`src/rtq_pkg.sv`:
```
// ----------------------------------------------------------------------------
// rtq_pkg
// Types, constants and calendar helpers for the radio time qualifier.
// ----------------------------------------------------------------------------
`default_nettype none

package rtq_pkg;

    localparam int unsigned CfgDataWidth  = 16;
    localparam int unsigned CfgIndexWidth = 2;

    localparam logic [7:0]  StatusAbsent      = 8'hFF;
    localparam logic [7:0]  CenturyPivot      = 8'd90;
    localparam logic [11:0] Year1900          = 12'd1900;
    localparam logic [11:0] Year2000          = 12'd2000;
    localparam logic [7:0]  HourMax           = 8'd23;
    localparam logic [7:0]  HoursPerDay       = 8'd24;
    localparam logic [7:0]  MonthsPerYear     = 8'd12;
    localparam logic [7:0]  MinuteMax         = 8'd59;
    localparam logic [7:0]  MatchMax          = 8'd255;
    localparam logic [14:0] SetCountMax       = 15'd32767;
    localparam logic [7:0]  RepeatRequiredRst = 8'd2;
    localparam logic [15:0] SetIntervalRst    = 16'd60;

    typedef enum logic [CfgIndexWidth-1:0] {
        CFG_UTC_MODE        = 2'd0,
        CFG_HOUR_OFFSET     = 2'd1,
        CFG_REPEAT_REQUIRED = 2'd2,
        CFG_SET_INTERVAL    = 2'd3
    } cfg_index_t;

    typedef struct packed {
        logic        cmd;
        logic [7:0]  status_byte;
        logic [7:0]  bcd_hour;
        logic [7:0]  bcd_minute;
        logic [7:0]  bcd_second;
        logic [7:0]  bcd_day;
        logic [7:0]  bcd_month;
        logic [7:0]  bcd_year;
        logic        set_accepted;
    } rtq_item_t;

    typedef struct packed {
        logic        time_valid;
        logic [4:0]  hour_out;
        logic [6:0]  minute_out;
        logic [6:0]  second_out;
        logic [4:0]  day_out;
        logic [3:0]  month_out;
        logic [11:0] year_out;
        logic        clock_written;
        logic [14:0] sets_total;
    } rtq_result_t;

    typedef struct packed {
        logic              utc_mode;
        logic signed [2:0] hour_offset;
        logic [7:0]        repeat_required;
        logic [15:0]       set_interval;
    } rtq_cfg_t;

    typedef struct packed {
        logic [7:0]  match_count;
        logic [5:0]  expected_minute;
        logic [4:0]  expected_hour;
        logic [5:0]  expected_day;
        logic [3:0]  expected_month;
        logic [11:0] expected_year;
        logic [15:0] interval_count;
        logic [14:0] set_count;
    } rtq_state_t;

    // Two BCD nibbles, each taken at face value 0..15
    function automatic logic [7:0] bcd_to_bin(input logic [7:0] v);
        logic [7:0] hi;
        hi = {4'd0, v[7:4]};
        return (hi << 3) + (hi << 1) + {4'd0, v[3:0]};
    endfunction

    // Years stay within 1990..2091, where the only century year (2000) is
    // also a leap year, so divisibility by four decides.
    function automatic logic [4:0] month_days(input logic [7:0] mo, input logic leap);
        logic [4:0] days;
        if (mo == 8'd2) begin
            days = leap ? 5'd29 : 5'd28;
        end else if (mo inside {8'd4, 8'd6, 8'd9, 8'd11}) begin
            days = 5'd30;
        end else begin
            days = 5'd31;
        end
        return days;
    endfunction

endpackage

`default_nettype wire

```
`src/rtq_step.sv`:
```
// ----------------------------------------------------------------------------
// rtq_step
// Per-item logic: reading decode, calendar adjust, match test, tick gating.
// ----------------------------------------------------------------------------
`default_nettype none

module rtq_step
    import rtq_pkg::*;
(
    input  wire rtq_item_t  item,
    input  wire rtq_cfg_t   cfg,
    input  wire rtq_state_t state,
    output rtq_result_t     result,
    output rtq_state_t      state_next
);

    logic        rd_ok;
    logic [7:0]  h_bin, min_bin, sec_bin, d_bin, mo_bin, y_bin;
    logic [11:0] y_base;
    logic [1:0]  zone;
    logic [3:0]  off;
    logic [8:0]  h0;
    logic        h_over, h_under;
    logic [4:0]  md_up, md_dn;
    logic [7:0]  d_inc, mo_inc, mo_dec;
    logic [11:0] y_dec;
    logic [7:0]  h_adj, d_adj, mo_adj;
    logic [11:0] y_adj;
    logic        hit;
    logic [7:0]  nm, nh, nd;

    logic        qualify;
    logic [15:0] ic_inc;
    logic        interval_due;
    logic        take;
    logic        valid;
    logic [7:0]  mc_base;

    always_comb
    begin
        rd_ok   = item.status_byte[0] && (item.status_byte != StatusAbsent);
        h_bin   = bcd_to_bin(item.bcd_hour);
        min_bin = bcd_to_bin(item.bcd_minute);
        sec_bin = bcd_to_bin(item.bcd_second);
        d_bin   = bcd_to_bin(item.bcd_day);
        mo_bin  = bcd_to_bin(item.bcd_month);
        y_bin   = bcd_to_bin(item.bcd_year);
        y_base  = ((y_bin > CenturyPivot) ? Year1900 : Year2000) + {4'd0, y_bin};

        zone = cfg.utc_mode ? {item.status_byte[2], item.status_byte[1]} : 2'd0;
        off  = {cfg.hour_offset[2], cfg.hour_offset} - {2'd0, zone};
        // 9-bit two's complement hour, -7..168
        h0      = {1'b0, h_bin} + {{5{off[3]}}, off};
        h_over  = !h0[8] && (h0[7:0] > HourMax);
        h_under = h0[8];

        md_up  = month_days(mo_bin, y_base[1:0] == 2'd0);
        d_inc  = d_bin + 8'd1;
        mo_inc = mo_bin + 8'd1;

        if (mo_bin == 8'd1) begin
            mo_dec = MonthsPerYear;
        end else if (mo_bin == 8'd0) begin
            mo_dec = MonthsPerYear - 8'd1;
        end else begin
            mo_dec = mo_bin - 8'd1;
        end
        y_dec = (mo_bin <= 8'd1) ? (y_base - 12'd1) : y_base;
        md_dn = month_days(mo_dec, y_dec[1:0] == 2'd0);

        h_adj  = h0[7:0];
        d_adj  = d_bin;
        mo_adj = mo_bin;
        y_adj  = y_base;
        if (h_over) begin
            h_adj = h0[7:0] - HoursPerDay;
            d_adj = d_inc;
            if (d_inc > {3'd0, md_up}) begin
                d_adj  = d_inc - {3'd0, md_up};
                mo_adj = mo_inc;
                if (mo_inc > MonthsPerYear) begin
                    mo_adj = mo_inc - MonthsPerYear;
                    y_adj  = y_base + 12'd1;
                end
            end
        end else if (h_under) begin
            h_adj = h0[7:0] + HoursPerDay;
            // day 0 or 1 steps back into the previous month
            if (d_bin <= 8'd1) begin
                mo_adj = mo_dec;
                y_adj  = y_dec;
                d_adj  = {3'd0, md_dn};
            end else begin
                d_adj = d_bin - 8'd1;
            end
        end

        hit = (min_bin[5:0] == state.expected_minute) &&
              (h_adj[4:0] == state.expected_hour) &&
              (d_adj[5:0] == state.expected_day) &&
              (mo_adj[3:0] == state.expected_month) &&
              (y_adj == state.expected_year);

        // next expected minute; day is not wrapped at month end
        nm = min_bin + 8'd1;
        nh = h_adj;
        nd = d_adj;
        if (nm > MinuteMax) begin
            nm = 8'd0;
            nh = h_adj + 8'd1;
        end
        if (nh == HoursPerDay) begin
            nh = 8'd0;
            nd = d_adj + 8'd1;
        end

        qualify      = cfg.repeat_required <= state.match_count;
        ic_inc       = state.interval_count + 16'd1;
        interval_due = ic_inc >= cfg.set_interval;
        take         = !item.cmd || (qualify && interval_due);
        valid        = take && rd_ok;
        mc_base      = (item.cmd && qualify) ? cfg.repeat_required : state.match_count;

        state_next = state;
        state_next.match_count = mc_base;
        if (valid) begin
            if (!hit) begin
                state_next.match_count = 8'd0;
            end else if (mc_base != MatchMax) begin
                state_next.match_count = mc_base + 8'd1;
            end
            state_next.expected_minute = nm[5:0];
            state_next.expected_hour   = nh[4:0];
            state_next.expected_day    = nd[5:0];
            state_next.expected_month  = mo_adj[3:0];
            state_next.expected_year   = y_adj;
        end

        result = '0;
        if (item.cmd && qualify) begin
            state_next.interval_count = ic_inc;
            if (interval_due) begin
                if (valid && item.set_accepted) begin
                    state_next.interval_count = 16'd0;
                    result.clock_written      = 1'b1;
                    if (state.set_count != SetCountMax) begin
                        state_next.set_count = state.set_count + 15'd1;
                    end
                end else begin
                    state_next.interval_count = cfg.set_interval - 16'd1;
                end
            end
        end

        if (valid) begin
            result.time_valid = 1'b1;
            result.hour_out   = h_adj[4:0];
            result.minute_out = min_bin[6:0];
            result.second_out = sec_bin[6:0];
            result.day_out    = d_adj[4:0];
            result.month_out  = mo_adj[3:0];
            result.year_out   = y_adj;
        end
        result.sets_total = state_next.set_count;
    end

endmodule

`default_nettype wire

```
`src/radio_time_qualifier_and_setter_top.sv`:
```
// ----------------------------------------------------------------------------
// radio_time_qualifier_and_setter_top
// Qualifies radio clock readings and decides when to set the system clock.
// ----------------------------------------------------------------------------
// Usage:
//   item channel (item_valid/item_ready/item): one read or tick per item,
//   carrying the receiver status byte and BCD time registers.
//   result channel (result_valid/result_ready/result): exactly one result
//   per item, in order.
//   cfg_we/cfg_index/cfg_data: single-cycle register writes; the user must
//   make them only while the block is idle, which the block does not enforce.
// An accepted item is held in an input register, then the decode/calendar/match
// logic writes the result register.
// Throughput is one item per cycle unless result_ready stalls; the match and
// interval state is updated in the same cycle that the result register is
// loaded, so back-to-back items see each other's effects.
// When result_ready is low the result register holds and one more item
// may wait in the input register; item_ready then drops.
// Reset clears all counters and predictions, sets repeat_required to 2,
// set_interval to 60, utc_mode and hour_offset to 0.
// ----------------------------------------------------------------------------
`default_nettype none

module radio_time_qualifier_and_setter_top
    import rtq_pkg::*;
(
    input  wire logic                     clk,
    input  wire logic                     rst_n,
    input  wire logic                     item_valid,
    output logic                          item_ready,
    input  wire rtq_item_t                item,
    output logic                          result_valid,
    input  wire logic                     result_ready,
    output rtq_result_t                   result,
    input  wire logic                     cfg_we,
    input  wire logic [CfgIndexWidth-1:0] cfg_index,
    input  wire logic [CfgDataWidth-1:0]  cfg_data
);

    rtq_item_t   item_reg;
    logic        item_valid_reg;
    rtq_result_t result_reg;
    logic        result_valid_reg;
    rtq_cfg_t    cfg_reg;
    rtq_state_t  state_reg;
    rtq_state_t  state_next;
    rtq_result_t result_next;
    logic        advance;

    assign advance      = item_valid_reg && (!result_valid_reg || result_ready);
    assign item_ready   = !item_valid_reg || advance;
    assign result_valid = result_valid_reg;
    assign result       = result_reg;

    rtq_step u_step (
        .item       (item_reg),
        .cfg        (cfg_reg),
        .state      (state_reg),
        .result     (result_next),
        .state_next (state_next)
    );

    always_ff @(posedge clk or negedge rst_n)
    begin
        if (!rst_n) begin
            item_valid_reg   <= 1'b0;
            result_valid_reg <= 1'b0;
            state_reg        <= '0;
        end else begin
            if (item_ready) begin
                item_valid_reg <= item_valid;
            end
            if (advance) begin
                result_valid_reg <= 1'b1;
                state_reg        <= state_next;
            end else if (result_ready) begin
                result_valid_reg <= 1'b0;
            end
        end
    end

    always_ff @(posedge clk)
    begin
        if (item_valid && item_ready) begin
            item_reg <= item;
        end
        if (advance) begin
            result_reg <= result_next;
        end
    end

    always_ff @(posedge clk or negedge rst_n)
    begin
        if (!rst_n) begin
            cfg_reg.utc_mode        <= 1'b0;
            cfg_reg.hour_offset     <= 3'sd0;
            cfg_reg.repeat_required <= RepeatRequiredRst;
            cfg_reg.set_interval    <= SetIntervalRst;
        end else if (cfg_we) begin
            case (cfg_index)
                CFG_UTC_MODE:        cfg_reg.utc_mode        <= cfg_data[0];
                CFG_HOUR_OFFSET:     cfg_reg.hour_offset     <= $signed(cfg_data[2:0]);
                CFG_REPEAT_REQUIRED: cfg_reg.repeat_required <= cfg_data[7:0];
                CFG_SET_INTERVAL:    cfg_reg.set_interval    <= cfg_data;
                default:             cfg_reg                 <= cfg_reg;
            endcase
        end
    end

endmodule

`default_nettype wire
```
`config.mk`:
```
export PLATFORM = sky130hd
export DESIGN_NAME = radio_time_qualifier_and_setter_top
export DESIGN_NICKNAME = d
export VERILOG_FILES = /design/src/rtq_pkg.sv /design/src/rtq_step.sv /design/src/radio_time_qualifier_and_setter_top.sv
export SDC_FILE = /design/constraint.sdc
export NUM_CORES = 1
export LEC_CHECK = 0
export ABC_AREA = 0
export BUFFER_PORTS_ARGS = -buffer_cell sky130_fd_sc_hd__buf_2
export CAP_MARGIN = 20
export CORE_UTILIZATION = 50
export DETAILED_ROUTE_END_ITERATION = 8
export PLACE_DENSITY = 0.72
export SKIP_CTS_REPAIR_TIMING = 1
export SLEW_MARGIN = 10
export SYNTH_ARGS = -nofsm -noshare
export SYNTH_HDL_FRONTEND = slang
export SYNTH_HIERARCHICAL = 1
export SYNTH_SLANG_ARGS = --single-unit
```
`constraint.sdc`:
```
create_clock -name clk -period 6.35 [get_ports clk]
set_input_delay 0 -clock clk [delete_from_list [all_inputs] [get_ports clk]]
set_output_delay 0 -clock clk [all_outputs]
set_load 0.01 [all_outputs]
```
# Word-level counts from Yosys, hierarchy flattened
# Cells that the tools add are included.
dict set report op_classes {
  magnitude_cmp 9
  add_sub_neg 32
  n_mux 44
  n_eq_ne 23
  n_reduce_logical 33
}
# cell n
set ops {}
lappend ops {{$mux 41} 2}
lappend ops {{$mux 12} 6}
lappend ops {{$mux 8} 9}
lappend ops {{$mux 15} 3}
lappend ops {{$add 7x5->8} 5}
lappend ops {{$add 8x1->8 const B} 5}
lappend ops {{$add 8x4->8} 5}
lappend ops {{$mux 6} 6}
lappend ops {{$eq 8x3->1 const B} 4}
lappend ops {{$eq 8x4->1 const B} 4}
lappend ops {{$mux 31} 1}
lappend ops {{$mux 4} 5}
lappend ops {{$add 16x1->16 const B} 1}
lappend ops {{$eq 8x2->1 const B} 2}
lappend ops {{$ge 16x16->1} 1}
lappend ops {{$le 8x1->1 const B} 2}
lappend ops {{$mux 16} 1}
lappend ops {{$ne 8x8->1 const B} 2}
lappend ops {{$sub 16x1->16 const B} 1}
lappend ops {{$add 15x1->15 const B} 1}
lappend ops {{$ne 15x15->1 const B} 1}
lappend ops {{$reduce_and 2->1} 7}
lappend ops {{$add 12x1->12 const B} 1}
lappend ops {{$add 12x8->12} 1}
lappend ops {{other kinds (36)} 65}
dict set report totals {
  in_bits 81
  elab_cells 173
  ff_bits 217
  out_inout_bits 59
}

# Logic depth before layout (Yosys ltp)
# Gate-level depths: netlist of the first run.
dict set report logic_depth {
  word_depth 19
  ltp_mapped 27
  ltp_nobuf 27
}

# Cells and area by module
# Netlist of the first run, hierarchy kept.
# mod n_inst cells_per_inst area_per_inst_um2 seq_area_each_um2
set modules_own_cells {}
lappend modules_own_cells {rtq_step 1 1203 8221.6 0.0}
lappend modules_own_cells {radio_time_qualifier_and_setter_top 1 336 7364.6 6012.0}

# Worst setup path after synthesis of the first run
# Ideal clock, no wire load.
dict set report synth_path {
  kind {register to register}
  start {register item_reg[5] (netlist bit)}
  end {register state_reg[71] (netlist bit)}
  t_required_ps 6285
  synth_period_minus_slack_ps 5937
  n_path_buf 1
  stages_incl_launch_ff 26
  setup_ps 65
  arrival_time_ps 5872
  path_slack_ps 413
  cell_sequence {edfxtp_1 -> inv_1 -> fa_1 -> fa_1 -> nand2b_1 -> o2bb2ai_1 -> xnor2_1 -> and2_1 -> nor2_1 -> inv_1 -> ha_1 -> inv_1 -> fa_1 -> clkbuf_1 -> and4bb_2 -> nor4b_1 -> nand4_1 -> a311o_1 -> nor2_1 -> nand4bb_1 -> o2111ai_1 -> or4_1 -> a2111oi_4 -> nand2_2 -> o31ai_2 -> mux2_2}
}
# item line
set synth_rtl {}
lappend synth_rtl {{start: declaration} radio_time_qualifier_and_setter_top.sv:40} ;# rtq_item_t item_reg;
lappend synth_rtl {{start signal: assignment} radio_time_qualifier_and_setter_top.sv:85} ;# item_reg <= item;
lappend synth_rtl {{end signal: assignment} radio_time_qualifier_and_setter_top.sv:75} ;# state_reg <= state_next;
lappend synth_rtl {{end: declaration} radio_time_qualifier_and_setter_top.sv:45} ;# rtq_state_t state_reg;

==> results.py, run 1 <==
metrics = {
    "worst_setup_path": {
        "crit_buf_inv": 4,
        "worstSetupStartpointType": "register",
        "critPathKind": "reg -> reg",
        "reg2reg_slack_ns": 0.27,
        "crit_path_end_kind": "register",
        "cp_max_fo": 14,
        "cp_top_family": "compound AO/OA/AOI/OAI gates",
        "arrival_ns": 6.56,
        "cp_cell_sequence": "fa_1, ha_1, a21o_1, a21o_1, a2111o_1, or3_1, ha_1, inv_1, fa_1, a21boi_1, o2111ai_1, and4_1, nor2_4, buf_12, and3_1, buf_4, o311ai_1, nor4_2, nand4_1, a2111oi_4, nand2_2, buf_6, a21oi_1, mux2_2",
        "critical_path.slowest_cell": "fa_1",
        "cp_slowest_stage_delay_ns": 0.51,
        "critPathRequiredTime_ns": 6.83,
    },
    "place": {
        "portBuffers": 139,
        "hpwlAfterDp_um": 26800,
        "dp.cells": 2041,
        "place_area_um2": 16700,
        "gp_congestion": 0.919,
        "pre_cts_ws_ns": -0.185,
    },
    "synth": {
        "yosys-top-cells-count": "edfxtp_1 (115), inv_1 (112), ha_1 (106)",
        "netlist_top_cells_area": "edfxtp_1 (22%), dfrtp_1 (16%), ha_1 (8.5%)",
        "synth-seq-cells": 217,
        "async_flop_share": 0.470,
        "yosys_warnings": 6,
        "ys.flop_type": "edfxtp_1",
        "yosysMostFrequentCell": "edfxtp_1",
        "avgSynthCellArea_um2": 10.1,
        "synth_cells": 1539,
        "ys_seq_area_frac": 0.386,
        "synth_fp_nets": 1745,
        "syn_area_um2": 15600,
        "netlist.area_leader.share": 0.222,
        "synth_edf_count": 115,
        "yosysTopAreaCell": "edfxtp_1",
        "synth_cell_types": 99,
    },
    "global_route": {
        "antenna_found_initial": 0,
        "grt_first_pass_wirelength_um": 59600,
        "overflow": 0,
        "grt_pass1_vias": 11700,
        "grt_max_degree": 85,
        "track_usage": 0.233,
    },
    "drt": {
        "vias_per_cell": 5.77,
        "vias": 12600,
        "routed_wl_um": 38700,
        "drc": 0,
        "dr.pass1.iters": 5,
        "ant_nets": 0,
        "avgRoutedWirePerCell_um": 17.7,
        "drt-initial-drc-count": 990,
    },
    "timing": {
        "hold_violations": 0,
        "fin_worst_skew_ns": 0.0132,
        "maxSlewViolCount": 0,
        "worst_slack_ns": 0.268,
        "setup_viol": 0,
        "period_minus_slack_ns": 6.08,
        "max_slew.worst_pin.slew_ns": 1.01,
        "clock.fmax_ghz": 0.164,
        "fin_crit_sh": 0.958,
        "slew-limit-headroom": 0.327,
        "whs_ns": 0.0470,
    },
    "final_layout": {
        "utilization": 0.612,
        "final_area_um2": 18700,
        "largest_reg_flops": 72,
        "drive_gt1_frac": 0.237,
        "antenna_cells": 0,
        "fin_cells": 2188,
        "fin_nets": 1978,
        "syn2layout_area_growth_pct": 20.2,
    },
    "floorplan": {
        "die_y_um": 179,
        "start_util": 0.510,
        "die-area_um2": 31900,
        "die_w_um": 179,
        "io_pins": 140,
        "rows": 64,
        "core_um2": 30600,
    },
    "clock_tree": {
        "cts-root-buf": "clkbuf_16",
        "clock_latency_ns": 0.55,
        "cts.sinks": 217,
        "clkSlewWorstSetupHoldPaths_ns": 0.06,
        "htree_levels": 1,
        "cts_buffer_depth": 3,
        "cts_buffers": 26,
        "cts_tree": "yes",
    },
    "min_path": {
        "holdCritPathClass": "in -> async",
    },
    "pwr": {
        "cellLeakagePower_uw": 0.00812,
        "ir_drop_mv": 0.326,
        "powerDensity_nw_per_um2": 423,
    },
    "flow_run": {
        "drv_cap": 0,
    },
    "run_status": {
        "status": "finished, final reports clean",
    },
}
-- stage by stage --
stage,TNS (ns),power [uW]
floorplan,0,4980
global placement,-0.250,6000
detailed placement,-0.596,6120
CTS,-0.667,7670
global route,-0.0456,8460
finish,0,7910
-- worst paths after layout --
check                                          start                   endpoint  depth (start not counted)
setup / recovery              item_reg[13]$_DFFE_PP_  state_reg[68]$_DFFE_PN0P_                         24
hold / removal                                 rst_n   state_reg[7]$_DFFE_PN0P_                          2
setup reg to reg              item_reg[13]$_DFFE_PP_  state_reg[68]$_DFFE_PN0P_                         24
hold reg to reg            state_reg[42]$_DFFE_PN0P_  state_reg[42]$_DFFE_PN0P_                          1
max in group asynchronous                      rst_n    cfg_reg[16]$_DFFE_PN0P_                          3
min in group clk                            item[10]     item_reg[10]$_DFFE_PP_                          2
-- kinds of logic (layout without fill, tap and decap cells) --
kind of cell               after synthesis  count (layout)  share of synthesized area
and+or+nand+nor                        466             466                      0.157
AOI/OAI and AO/OA                      316             316                      0.144
DFF                                    217             217                      0.386
buffers and inverters                  187             440                     0.0543
adders and majority gates              126             126                      0.110
xor gates and xnor gates               117             117                     0.0676
muxes                                  110             110                     0.0813
-- layout make-up --
class | instances | area [um2]
fillers | 2488 | 11900
multi-input cells | 1135 | 8940
flip-flops and latches | 217 | 6010
repair buffers | 279 | 1980
clock buffers | 33 | 729
well taps | 396 | 495
inverters | 113 | 424
clock inverters | 15 | 151
-- metal layers --
layer,track usage,part of all wire,vias up
li1,-,-,6076
met1,0.322,0.45,6093
met2,0.375,0.46,404
met3,0.0360,0.065,61
met4,0.0660,0.023,0
met5,0,0,-
-- placed cells by master (no fill, tap or decap), types with 11 or more instances in the layout --
cell and n:
dlygate4sd3_1 81, a21o_1 36, buf_4 55, nand2b_1 14, a21oi_1 59, dfrtp_1 97, and2_1 18, or3_1 11
clkbuf_16 28, nor2_1 99, nand3_1 43, xor2_1 31, xnor2_1 78, ha_1 105, nor4_1 12, mux2_2 92
nand2_1 99, o21ai_0 52, o211ai_1 11, fa_1 15, nor3_1 34, o22ai_1 11, o21a_1 11, inv_1 110
buf_2 138, and3_1 28, edfxtp_1 115, nand4_1 33
-- report_power, final --
part	leakage, uW	switching, uW	total [uW]	internal, uW
Clock	0.000431	625	1530	900
Combinational	0.00529	2400	4290	1880
Sequential	0.00240	286	2100	1820
Total	0.00812	3310	7910	4600
-- worst register-to-register path, stage by stage, from the launching register on --
cell	delay, ns
edfxtp_1	0.42
fa_1	0.51
ha_1	0.33
a21o_1	0.21
a21o_1	0.18
a2111o_1	0.45
or3_1	0.39
ha_1	0.21
inv_1	0.07
fa_1	0.20
a21boi_1	0.21
o2111ai_1	0.19
and4_1	0.33
nor2_4	0.15
buf_12	0.15
and3_1	0.22
buf_4	0.15
o311ai_1	0.15
nor4_2	0.27
nand4_1	0.17
a2111oi_4	0.42
nand2_2	0.19
buf_6	0.17
a21oi_1	0.12
mux2_2	0.15
Note: power is estimated with default switching activity, not from simulation.
==> inputs of run 2 (changes only) <==
Settings changed: CORE_UTILIZATION 50 to 40, PLACE_DENSITY 0.72 to default.
==> results.py, run 2 (synthesized netlist as in run 1, its figures left out) <==
metrics = {
    "worst_setup_path": {
        "critPathRequiredTime_ns": 6.85,
        "cp_slowest_stage_delay_ns": 0.60,
        "crit_path_end_kind": "register",
        "critical_path.slowest_cell": "fa_2",
        "r2r-start": "item_reg[7]$_DFFE_PP_",
        "critPathKind": "reg -> reg",
        "worstSetupStartpointType": "register",
        "critPathLaunch": "item_reg[7]$_DFFE_PP_",
        "worst_path_most_repeated_cell": "inv_1",
        "arrival_ns": 6.55,
        "cp_max_fo": 7,
    },
    "min_path": {
        "worstHoldStart": "item[16]",
        "holdCritPathClass": "in -> reg",
    },
    "final_layout": {
        "final_cell_mix": "buf_2 (139), edfxtp_1 (115), inv_1 (110), ha_1 (105), nor2_1 (100)",
        "drive_gt1_frac": 0.232,
        "syn2layout_area_growth_pct": 21.2,
        "final_area_um2": 18900,
        "fin_nets": 1979,
        "nFillCells": 3528,
        "utilization": 0.497,
        "largest_reg_flops": 72,
        "antenna_cells": 0,
        "layout.cells.most_common": "buf_2",
        "seqCellArea_um2": 6010,
        "multi_input_area_um2": 8890,
    },
    "drt": {
        "ant_nets": 0,
        "vias": 12400,
        "vias_per_cell": 5.38,
        "drc": 0,
        "dr.pass1.iters": 5,
        "drt-initial-drc-count": 711,
        "avgRoutedWirePerCell_um": 16.9,
        "routed_wl_um": 38900,
    },
    "clock_tree": {
        "htree_levels": 1,
        "clkSlewWorstSetupHoldPaths_ns": 0.06,
        "cts.sinks": 217,
        "cts_tree": "yes",
        "cts_buffer_depth": 3,
        "cts-root-buf": "clkbuf_16",
        "cts_buffers": 27,
        "clock_latency_ns": 0.57,
    },
    "global_route": {
        "track_usage": 0.191,
        "grt_first_pass_wirelength_um": 60500,
        "overflow": 0,
        "grt_max_degree": 85,
        "grt_pass1_vias": 11700,
        "antenna_found_initial": 0,
    },
    "timing": {
        "fin_crit_sh": 0.953,
        "rsz0062_at_grt": "yes",
        "setup_viol": 0,
        "hold_violations": 0,
        "slew-limit-headroom": 0.396,
        "clock.fmax_ghz": 0.165,
        "period_minus_slack_ns": 6.05,
        "maxSlewViolCount": 0,
        "fin_worst_skew_ns": 0.0130,
        "max_slew.worst_pin.slew_ns": 0.906,
    },
    "floorplan": {
        "start_util": 0.410,
        "die_y_um": 199,
        "io_pins": 140,
        "core_um2": 38000,
        "die_w_um": 199,
        "rows": 71,
        "die-area_um2": 39800,
    },
    "place": {
        "hpwlAfterDp_um": 27700,
        "portBuffers": 139,
        "place_area_um2": 16800,
        "gp_congestion": 0.924,
    },
    "pwr": {
        "powerDensity_nw_per_um2": 423,
        "cellLeakagePower_uw": 0.00813,
        "ir_drop_mv": 0.268,
    },
    "flow_run": {
        "drv_cap": 0,
    },
    "run_status": {
        "status": "finished, final reports clean",
    },
}
-- run 2: changes by cell type in the layout (fill, tap and decap cells not counted), sizes merged --
cell         before  now
buf             198  196
dlygate4sd3      81   83
clkbuf           33   32
bufinv            2    4
clkinvlp          2    3
-- run 2: worst paths after layout --
check                                            end  slack [ns]  depth (start not counted)
setup / recovery           state_reg[71]$_DFFE_PN0P_        0.30                         26
hold reg to reg            state_reg[42]$_DFFE_PN0P_        0.51                          1
max in group asynchronous   state_reg[5]$_DFFE_PN0P_        4.44                          4
min in group asynchronous  state_reg[13]$_DFFE_PN0P_        0.43                          3
hold / removal                item_reg[16]$_DFFE_PP_        0.13                          2
setup reg to reg           state_reg[71]$_DFFE_PN0P_        0.30                         26
-- run 2: worst max-delay path: cells and delay by family (launching register included) --
| family | cells | cell delay, ns |
|---|---|---|
| AOI/OAI and AO/OA | 7 | 1.51 |
| muxes | 1 | 0.17 |
| buffers and inverters | 4 | 0.24 |
| and+or+nand+nor | 9 | 1.99 |
| DFF | 1 | 0.34 |
| adders and majority gates | 4 | 1.58 |
| xor gates and xnor gates | 1 | 0.14 |
-- run 2: metal layers --
metal | vias up | track usage | part of all wire
met3 | 62 | 0.0243 | 0.050
met4 | 0 | 0.0679 | 0.029
met5 | - | 0 | 0
met1 | 5964 | 0.263 | 0.47
li1 | 6072 | - | -
met2 | 298 | 0.308 | 0.46
-- run 2: stage by stage --
step	instances	TNS, ns	power (uW)	setup slack, ns	hold WS [ns]
2_1_floorplan	1539	0	4980	0.413	-0.296
3_3_place_gp	2156	-1.33	6090	-0.270	0.00102
3_5_place_dp	2156	-1.76	6150	-0.318	0.00903
4_1_cts	2206	-1.91	7800	-0.344	-0.594
5_1_grt	2305	-0.00638	8570	-0.00638	0.123
6_report	2305	0	7980	0.298	0.132
-- run 2: layout make-up --
cell class	instances	share of cell area
Clock buffer	32	0.0373
Clock inverter	18	0.0117
Inverter	113	0.0225
Multi-Input combinational cell	1135	0.471
Sequential cell	217	0.318
Tap cell	511	0.0339
Timing Repair Buffer	279	0.106
-- run 2: power by group --
group          switching, uW  leakage [uW]  internal [uW]  total [uW]
clock network            638      0.000447            962        1600
registers                279       0.00240           1820        2100
logic                   2390       0.00529           1890        4280
total                   3310       0.00813           4670        7980
